File: config.mk
export PLATFORM = sky130hd
export DESIGN_NAME = mf3_out_queue
export DESIGN_NICKNAME = d
export VERILOG_FILES = /design/src/hdl/mf3_pkg.sv /design/src/hdl/mf3_out_queue.sv
export SDC_FILE = /design/constraint.sdc
export NUM_CORES = 1
export LEC_CHECK = 0
export CORE_UTILIZATION = 55
export CTS_CLUSTER_DIAMETER = 50
export DETAILED_ROUTE_END_ITERATION = 16
export DONT_BUFFER_PORTS = 1
export PLACE_DENSITY = 0.7
export SYNTH_ARGS = -nofsm -noshare
export SYNTH_HDL_FRONTEND = slang
export SYNTH_SLANG_ARGS = --single-unit
File: constraint.sdc
create_clock -name clk -period 7.4 [get_ports clk]
set_input_delay 1.11 -clock clk [delete_from_list [all_inputs] [get_ports clk]]
set_output_delay 1.11 -clock clk [all_outputs]
set_load 0.01 [all_outputs]
File: src/hdl/mf3_pkg.sv
`timescale 1ns / 1ps
`default_nettype none
// ----------------------------------------------------------------------------
// mf3_pkg
// Shared types, constants and small sorting helpers for the 3x3 median filter.
// ----------------------------------------------------------------------------
package mf3_pkg;

  localparam int MAX_WIDTH   = 2048;
  localparam int LS_AW       = $clog2(MAX_WIDTH);
  localparam int COL_W       = 11;
  localparam int ROW_W       = 12;
  localparam int CFG_W       = 12;
  localparam int OQ_DEPTH    = 4;
  localparam int OQ_AW       = $clog2(OQ_DEPTH);

  localparam logic [CFG_W-1:0] WIDTH_RESET  = 12'd640;
  localparam logic [CFG_W-1:0] HEIGHT_RESET = 12'd480;
  localparam logic [CFG_W-1:0] DIM_MIN      = 12'd3;
  localparam logic [CFG_W-1:0] WIDTH_MAX    = CFG_W'(MAX_WIDTH);

  // register indexes
  localparam logic REG_WIDTH  = 1'b0;
  localparam logic REG_HEIGHT = 1'b1;

  typedef logic [7:0] chan_t;

  typedef struct packed {
    logic [COL_W-1:0] pos_x;
    logic [ROW_W-1:0] pos_y;
    chan_t            red;
    chan_t            green;
    chan_t            blue;
    chan_t            alpha;
    logic             last;
    logic             frame_done;
  } res_t;

  // {hi, mid, lo}
  function automatic logic [23:0] sort3(input chan_t a, input chan_t b, input chan_t c);
    chan_t lo1, hi1, lo, mid, hi;
    lo1 = (a < b) ? a : b;
    hi1 = (a < b) ? b : a;
    hi  = (hi1 < c) ? c : hi1;
    mid = (hi1 < c) ? hi1 : c;
    lo  = (lo1 < mid) ? lo1 : mid;
    mid = (lo1 < mid) ? mid : lo1;
    return {hi, mid, lo};
  endfunction

  function automatic chan_t max3(input chan_t a, input chan_t b, input chan_t c);
    chan_t m;
    m = (a < b) ? b : a;
    return (m < c) ? c : m;
  endfunction

  function automatic chan_t min3(input chan_t a, input chan_t b, input chan_t c);
    chan_t m;
    m = (a < b) ? a : b;
    return (c < m) ? c : m;
  endfunction

  function automatic chan_t med3(input chan_t a, input chan_t b, input chan_t c);
    logic [23:0] s;
    s = sort3(a, b, c);
    return s[15:8];
  endfunction

endpackage
`default_nettype wire

File: src/hdl/mf3_out_queue.sv
`timescale 1ns / 1ps
`default_nettype none
// ----------------------------------------------------------------------------
// mf3_out_queue
// Small result queue; takes up to two words per cycle, gives one.
// ----------------------------------------------------------------------------
module mf3_out_queue (
  input  wire logic          clk,
  input  wire logic          rst_n,
  input  wire logic          push0,
  input  wire logic          push1,
  input  wire mf3_pkg::res_t din0,
  input  wire mf3_pkg::res_t din1,
  output logic               room2,
  output logic               out_valid,
  input  wire logic          out_ready,
  output mf3_pkg::res_t      dout
);
  import mf3_pkg::*;

  res_t             q_mem [OQ_DEPTH];
  logic [OQ_AW-1:0] wp_r, rp_r;
  logic [OQ_AW:0]   cnt_r, cnt_nxt;
  logic             pop;
  logic [1:0]       npush;

  assign out_valid = (cnt_r != '0);
  assign dout      = q_mem[rp_r];
  assign pop       = out_valid && out_ready;
  assign room2     = (cnt_r <= (OQ_AW+1)'(OQ_DEPTH - 2));
  assign npush     = {1'b0, push0} + {1'b0, push1};
  assign cnt_nxt   = cnt_r + (OQ_AW+1)'(npush) - (OQ_AW+1)'(pop);

  always_ff @(posedge clk) begin
    if (push0) q_mem[wp_r] <= din0;
    if (push1) q_mem[wp_r + OQ_AW'(push0)] <= din1;
  end

  always_ff @(posedge clk) begin
    if (!rst_n) begin
      wp_r  <= '0;
      rp_r  <= '0;
      cnt_r <= '0;
    end else begin
      wp_r  <= wp_r + OQ_AW'(npush);
      rp_r  <= rp_r + OQ_AW'(pop);
      cnt_r <= cnt_nxt;
    end
  end

endmodule
`default_nettype wire

==> metrics.md, run 1 <==
| Metric | Value |
|---|---|
| Status | `completed` |
| Final worst path period need | `~3.7 ns` |
| Final Core Density | `between 60% and 70%` |
| Hpwl dp | `~13,000 um` |
| Worst slew margin | `approximately 30%` |
| Crit Path Max Fanout | `45` |
| First-pass GRT wire length | `~37,000 um` |
| CP max-delay cell | `buf_4` |
| Slew Limit Fails | `0` |
| Endpoints failing setup | `0` |
| Delay-heaviest family, CP | `buffers and inverters` |
| Pwr dens | `between 300 and 400 mW/mm^2` |
| Drt drc | `0` |
| Final hold vios | `0` |
| Final Cell Area | `0.0126 mm^2` |
| Commonest cells post-synth | `edfxtp_1 (228), mux2_2 (209), mux4_2 (57)` |
| PortBufs | `0` |
| Ports | `178` |
| Die footprint | `between 0.02 and 0.025 mm^2` |
| Flops & latches, synth | `~240` |
| CP arrival | `2.58 ns` |
| Post-Synth XOR/XNOR Area | `less than 1%` |
| Post-synthesis sequential area ratio | `61.2%` |
| Compound-cell area share of the yosys netlist | `0.252%` |
| N_diodes | `0` |
| Finished Layout Cells | `891` |
| Synth top area share | `around three fifths` |
| Iteration count of the initial detailed-routing pass | `5` |
| Synth Net Count | `~730` |
| All-Layer GR Usage | `22.8%` |
| Kind of critical path | `reg -> out` |
| DRT met1 WL | `9110 um` |
| Clock Tree Buf Depth | `3` |
| Global route total overflow | `0` |
| 1st-iter DRT viols | `between 300 and 400` |
| Drt total wl | `about 24,000 um` |
| Mapped Cells | `between 500 and 600` |
| Ys Warns | `0` |
| Mean area per synthesized cell | `between 15 and 20 um^2` |
| Crit path largest cell delay | `roughly 0.8 ns` |
| Crit path launch type | `flip-flop` |
| Adder-Cell Fraction of Synth Area | `less than 1%` |
| Placer Congestion | `roughly 0.76` |
| Sum Neg Setup Slack | `0 ns` |
| Vias in the first global route | `6,343` |
| Required time of the critical path | `~6.3 ns` |
| Layout cells sized above 1 | `about 55%` |
| Hold WS | `0.597 ns` |
| Top Layer Used | `met4` |
| Routed Antenna Nets | `0` |
| Setup Skew | `between 0.007 and 0.008 ns` |
| Most common cell in the netlist | `edfxtp_1` |
| Ys flop type | `edfxtp_1` |
| RSZ-0062 raised after global routing | `false` |
| Peak Freq | `271 MHz` |
| Largest net degree at the start of global routing | `59` |
| CTS HTree Levels | `1` |
| CTS tree | `done` |
| Worst-Skew Late Latency | `between 0.5 and 0.6 ns` |
| Peak supply drop | `0.279 mV` |
| Final net count | `727` |
| Async SR Flop Fraction | `0%` |
| DR WL/cell | `around 27 um` |
| Tightest Pin Transition | `1.05 ns` |
| Mux contribution to synthesized area | `about a third` |
| Starting density of the core | `56.2%` |
| Clock slew at the register clock pins of the worst setup and hold paths | `~0.060 ns` |
| DR WL met3 | `about 2100 um` |
| Area grow syn2layout | `10.1%` |
| Post-CTS Setup Bufs | `0` |
| Initial antenna violation count | `0` |
| Maxcap violations | `0` |
| Via count | `between 5,000 and 6,000` |
| Post-synth EDFFs | `228` |
| Area after DPL | `around 0.012 mm^2` |
| Synth Cell Area | `~0.011 mm^2` |
| Worst Hold Class | `reg -> reg` |
| # resized after CTS | `0` |
| Clock root cell | `clkbuf_16` |
| Die width | `146 um` |
| Largest family of logic cells by synthesized area | `multiplexers` |
| WL met2 | `approximately 12,000 um` |
| # hold bufs at CTS | `0` |
| Worst Path Buf+Inv | `1` |
| Simple-gate area share of the yosys netlist | `less than 1%` |
| Placed cell count | `approximately 840` |
| Synth cell types | `27` |
| Crit path cell chain | `buf_4 > mux4_2` |
| Pleak | `approximately 4 nW` |
| TritonCTS buffer count | `27` |
| Vias per Instance | `roughly 6.3` |
| Area contributors post-synth | `edfxtp_1 (60%), mux2_2 (21%), mux4_2 (11%)` |
| Rows | `52` |
| Clock Sinks | `around 240` |
| Critical path capture point type | `output port` |
| Fin crit share | `roughly 50%` |
| Core area | `0.0203 mm^2` |
| Die Height | `approximately 150 um` |
| Cell taking the most area after synthesis | `edfxtp_1` |
==> placed cells by master, fill, tap and decap left out <==
cell type and instances:
a21oi_1 1, and2_1 7, and3_2 1, buf_4 10, bufinv_16 3, clkbuf_1 6
clkbuf_16 27, clkinv_1 4, clkinv_2 5, clkinvlp_4 3, dfxtp_1 5, dfxtp_2 1
dfxtp_4 1, edfxtp_1 228, fa_1 1, ha_1 7, inv_1 6, inv_6 1
inv_8 1, mux2_2 209, mux2_4 19, mux4_2 57, nand2_1 2, nand2b_1 1
nand3b_1 1, nor2_4 1, nor2b_1 1, o21ai_4 2, o21bai_4 1, o22ai_4 1
or3_1 1, or3b_4 1, xnor2_1 4, xor2_1 2
==> metal layers <==
layer | vias to the layer above | GRT usage, %
met5 | - | 0
met4 | 0 | 5.83
met3 | 34 | 7.50
met2 | 184 | 40.1
met1 | 2924 | 27.2
li1 | 2457 | -
==> power by group <==
group          total, mW  switching (mW)  internal, mW
logic              0.983           0.526         0.457
clock network       1.30           0.526         0.778
registers           1.80          0.0772          1.73
==> per-stage QoR <==
step / total power [mW] / worst slack (ns)
CTS: 4.13 / 3.61
floorplan: 2.61 / 1.66
detailed placement: 2.83 / 3.15
global placement: 2.81 / 3.17
global route: 4.25 / 3.49
finish: 4.09 / 3.71
==> state kept, by name, indices dropped and copies added, names as in the netlist <==
signal / cells
cnt_r: 3
q_mem: 228
wp_r: 2
rp_r: 2
==> logic make-up (layout without fill, tap and decap cells) <==
kind of cell / count (synthesis) / count (layout)
xor gates and xnor gates: 6 / 6
adders and majority gates: 8 / 8
DFF: 235 / 235
muxes: 285 / 285
buffers and inverters: 44 / 66
and+or+nand+nor: 16 / 16
AOI/OAI and AO/OA: 5 / 5
==> area by class of cell <==
type,count,area (um^2)
fill,1480,7730
sequential,235,6990
multi-input combinational,320,4270
clock buffer,33,698
tap,270,338
clock inverter,17,173
timing repair buffer,10,75.1
inverter,6,22.5
==> worst register-to-register path: stages (launching register included) <==
cell and delay (ns):
dfxtp_1 0.40, ha_1 0.24, xnor2_1 0.53, or3b_4 0.24, buf_4 0.80, o21ai_4 0.54
buf_4 0.47
==> final timing paths <==
check | startpoint | to | slack, ns | cells past startpoint
worst max-delay path | rp_r[0]$_SDFF_PN0_ | dout[3] | 3.71 | 2
worst min-delay path | cnt_r[2]$_SDFF_PN0_ | cnt_r[2]$_SDFF_PN0_ | 0.60 | 2
worst max register to register | wp_r[0]$_SDFF_PN0_ | q_mem[2][8]$_DFFE_PP_ | 3.88 | 6
worst min register to register | cnt_r[2]$_SDFF_PN0_ | cnt_r[2]$_SDFF_PN0_ | 0.60 | 2
No activity file was read; power rests on OpenSTA's default activity.
==> inputs of run 2 (changes only) <==
--- a/config.mk
+++ b/config.mk
@@ -9,7 +9,7 @@
 export CTS_CLUSTER_DIAMETER = 50
 export DETAILED_ROUTE_END_ITERATION = 16
 export DONT_BUFFER_PORTS = 1
-export PLACE_DENSITY = 0.7
+export PLACE_DENSITY = 0.73
 export SYNTH_ARGS = -nofsm -noshare
 export SYNTH_HDL_FRONTEND = slang
 export SYNTH_SLANG_ARGS = --single-unit
==> constraint.sdc (replaced) <==
create_clock -name clk -period 3.07 [get_ports clk]
set_input_delay 0.4605 -clock clk [delete_from_list [all_inputs] [get_ports clk]]
set_output_delay 0.4605 -clock clk [all_outputs]
set_load 0.01 [all_outputs]
==> run 2 against run 1 <==
Effect of this change:
- sequential share of layout area is 0.98 points lower
- sequential cell count unchanged
- critical path depth is 3 higher
- combinational power grew to 2.5 times the previous value
- final area grew 1.8%
- clock skew rose by 0.013 ns
- hold slack got worse by 0.55 ns
- total power rose by 150%
- sequential power rose by 140%
- critical path type is now reg -> reg
- largest cell class unchanged
==> metrics.md, run 2 (synthesized netlist as in run 1, its figures left out) <==
| Metric | Value |
|---|---|
| Via count | `5,655 (+1.0%)` |
| Peak supply drop | `0.543 mV (+95%)` |
| CP max-delay cell | `xnor2_1` |
| Crit Path Max Fanout | `50 (+11%)` |
| Finished Layout Cells | `902 (+1.2%)` |
| Core area | `0.0203 mm^2 (unchanged)` |
| Initial antenna violation count | `0 (unchanged)` |
| Final Core Density | `63.0% (+1.1 points)` |
| Iteration count of the initial detailed-routing pass | `4 (-1)` |
| Drt total wl | `23,800 um (-0.72%)` |
| Clock Tree Buf Depth | `3 (unchanged)` |
| Endpoints failing setup | `0 (unchanged)` |
| Setup Skew | `0.0203 ns (+0.0128 ns)` |
| Pleak | `4.23 nW (+2.6%)` |
| Clock slew at the register clock pins of the worst setup and hold paths | `0.06 ns (about the same)` |
| Required time of the critical path | `3.34 ns (-2.95 ns)` |
| Post-CTS Setup Bufs | `0 (unchanged)` |
| Die Height | `146 um (unchanged)` |
| 1st-iter DRT viols | `242 (-31%)` |
| Hpwl dp | `14,500 um (+7.1%)` |
| Status | `completed` |
| Placed cell count | `851 (+1.2%)` |
| Largest regs | `q_mem: 228 flops, cnt_r: 3 flops` |
| Final worst path period need | `2.66 ns` |
| Die width | `146 um (unchanged)` |
| Tightest Pin Transition | `0.832 ns (-0.220 ns)` |
| Worst Hold Class | `in -> reg` |
| Clock Sinks | `235 (unchanged)` |
| Largest net degree at the start of global routing | `58 (-1.7%)` |
| Crit path launch type | `flip-flop` |
| Ports | `178 (unchanged)` |
| Worst slew margin | `44.5% (+15 points)` |
| Sum Neg Setup Slack | `0 ns (unchanged)` |
| Most frequent cells in the layout | `edfxtp_1 (228), mux2_2 (209), mux4_2 (57), clkbuf_16 (29), mux2_4 (19)` |
| Most common cell after layout, fill and taps aside | `edfxtp_1` |
| Slew Limit Fails | `0 (unchanged)` |
| Final Cell Area | `0.0128 mm^2 (+1.8%)` |
| Clock root cell | `clkbuf_16` |
| CP arrival | `2.93 ns (+0.35 ns)` |
| Area grow syn2layout | `12.1%` |
| TritonCTS buffer count | `28 (+3.7%)` |
| Critical path capture point type | `flip-flop` |
| First-pass GRT wire length | `36,600 um (unchanged)` |
| Final hold vios | `0 (unchanged)` |
| # resized after CTS | `0 (unchanged)` |
| Global route total overflow | `0 (unchanged)` |
| Area after DPL | `0.0119 mm^2 (+1.6%)` |
| Placer Congestion | `0.768 (+1.4%)` |
| Max FFs per register | `228 (unchanged)` |
| Pwr dens | `785 mW/mm^2 (+140%)` |
| Vias in the first global route | `6,294 (-0.77%)` |
| Die footprint | `0.0213 mm^2 (unchanged)` |
| RSZ-0062 raised after global routing | `false` |
| Drt drc | `0 (unchanged)` |
| Cell depth of the worst min-delay path | `1 (-1)` |
| N_diodes | `0 (unchanged)` |
| Worst-Skew Late Latency | `0.53 ns (about the same)` |
| Final net count | `738 (+1.5%)` |
| Total power | `10.0 mW (+150%)` |
| Worst reg2reg path depth | `5 (-1)` |
| Starting density of the core | `56.2% (unchanged)` |
| Maxcap violations | `0 (unchanged)` |
| # hold bufs at CTS | `0 (unchanged)` |
| Layout cells sized above 1 | `56.6% (+1.3 points)` |
| CTS HTree Levels | `1 (unchanged)` |
| Kind of critical path | `reg -> reg` |
| Routed Antenna Nets | `0 (unchanged)` |
| Final WS setup | `0.411 ns (-3.29 ns)` |
| DR WL/cell | `26.4 um (-1.9%)` |
| Crit path largest cell delay | `0.54 ns (-0.28 ns)` |
| Largest register by flop count | `q_mem` |
| Crit path cell chain | `ha_1 > xnor2_1 > and3_2 > buf_12 > mux2_2` |
| Rows | `52 (unchanged)` |
| All-Layer GR Usage | `22.7% (-0.12 points)` |
| Hold WS | `0.0485 ns (-0.548 ns)` |
| DP Worst Slack | `0.373 ns (-2.78 ns)` |
| CTS tree | `done` |
| PortBufs | `0 (unchanged)` |
| Fin crit share | `just under 90%` |
| Vias per Instance | `6.27 (-0.23%)` |
| Peak Freq | `376 MHz` |
-- run 2: cell types whose count changed in the layout (fill, tap and decap cells not counted), moves of 2 or more --
cell,before,now
clkinv_4,0,2
buf_12,0,9
inv_6,1,5
clkbuf_1,6,3
clkbuf_16,27,29
-- run 2: final cells by class --
cell class                 count  area [um^2]
inverter                       6         22.5
timing repair buffer          20          263
sequential                   235         6990
fill                        1445         7510
clock buffer                  32          737
clock inverter                19          171
multi-input combinational    320         4270
tap                          270          338
-- run 2: worst max-delay path: cells and delay by family (launching register included) --
kind,cells,cell delay (ns)
adders and majority gates,1,0.23
and+or+nand+nor,1,0.46
xor gates and xnor gates,1,0.54
buffers and inverters,1,0.35
muxes,1,0.39
DFF,1,0.39
-- run 2: path summary, 6_finish.rpt --
path	slack [ns]	endpoint	startpoint
max	0.41	q_mem[1][29]$_DFFE_PP_	wp_r[0]$_SDFF_PN0_
min	0.05	wp_r[1]$_SDFF_PN0_	rst_n
max reg2reg	0.41	q_mem[1][29]$_DFFE_PP_	wp_r[0]$_SDFF_PN0_
min reg2reg	0.61	cnt_r[0]$_SDFF_PN0_	cnt_r[0]$_SDFF_PN0_
-- run 2: where the power goes --
part	internal, mW	switching (mW)	total (mW)
registers	4.16	0.181	4.34
logic	1.20	1.29	2.49
clock network	1.91	1.30	3.21
total	7.26	2.77	10.0
-- run 2: metal layers --
| metal | global-route usage [%] | share of wire (%) | vias up |
|---|---|---|---|
| li1 | - | - | 2475 |
| met1 | 27.1 | 38 | 2967 |
| met2 | 39.3 | 51 | 176 |
| met3 | 7.94 | 8.8 | 37 |
| met4 | 5.89 | 2.0 | 0 |
| met5 | 0 | 0 | - |
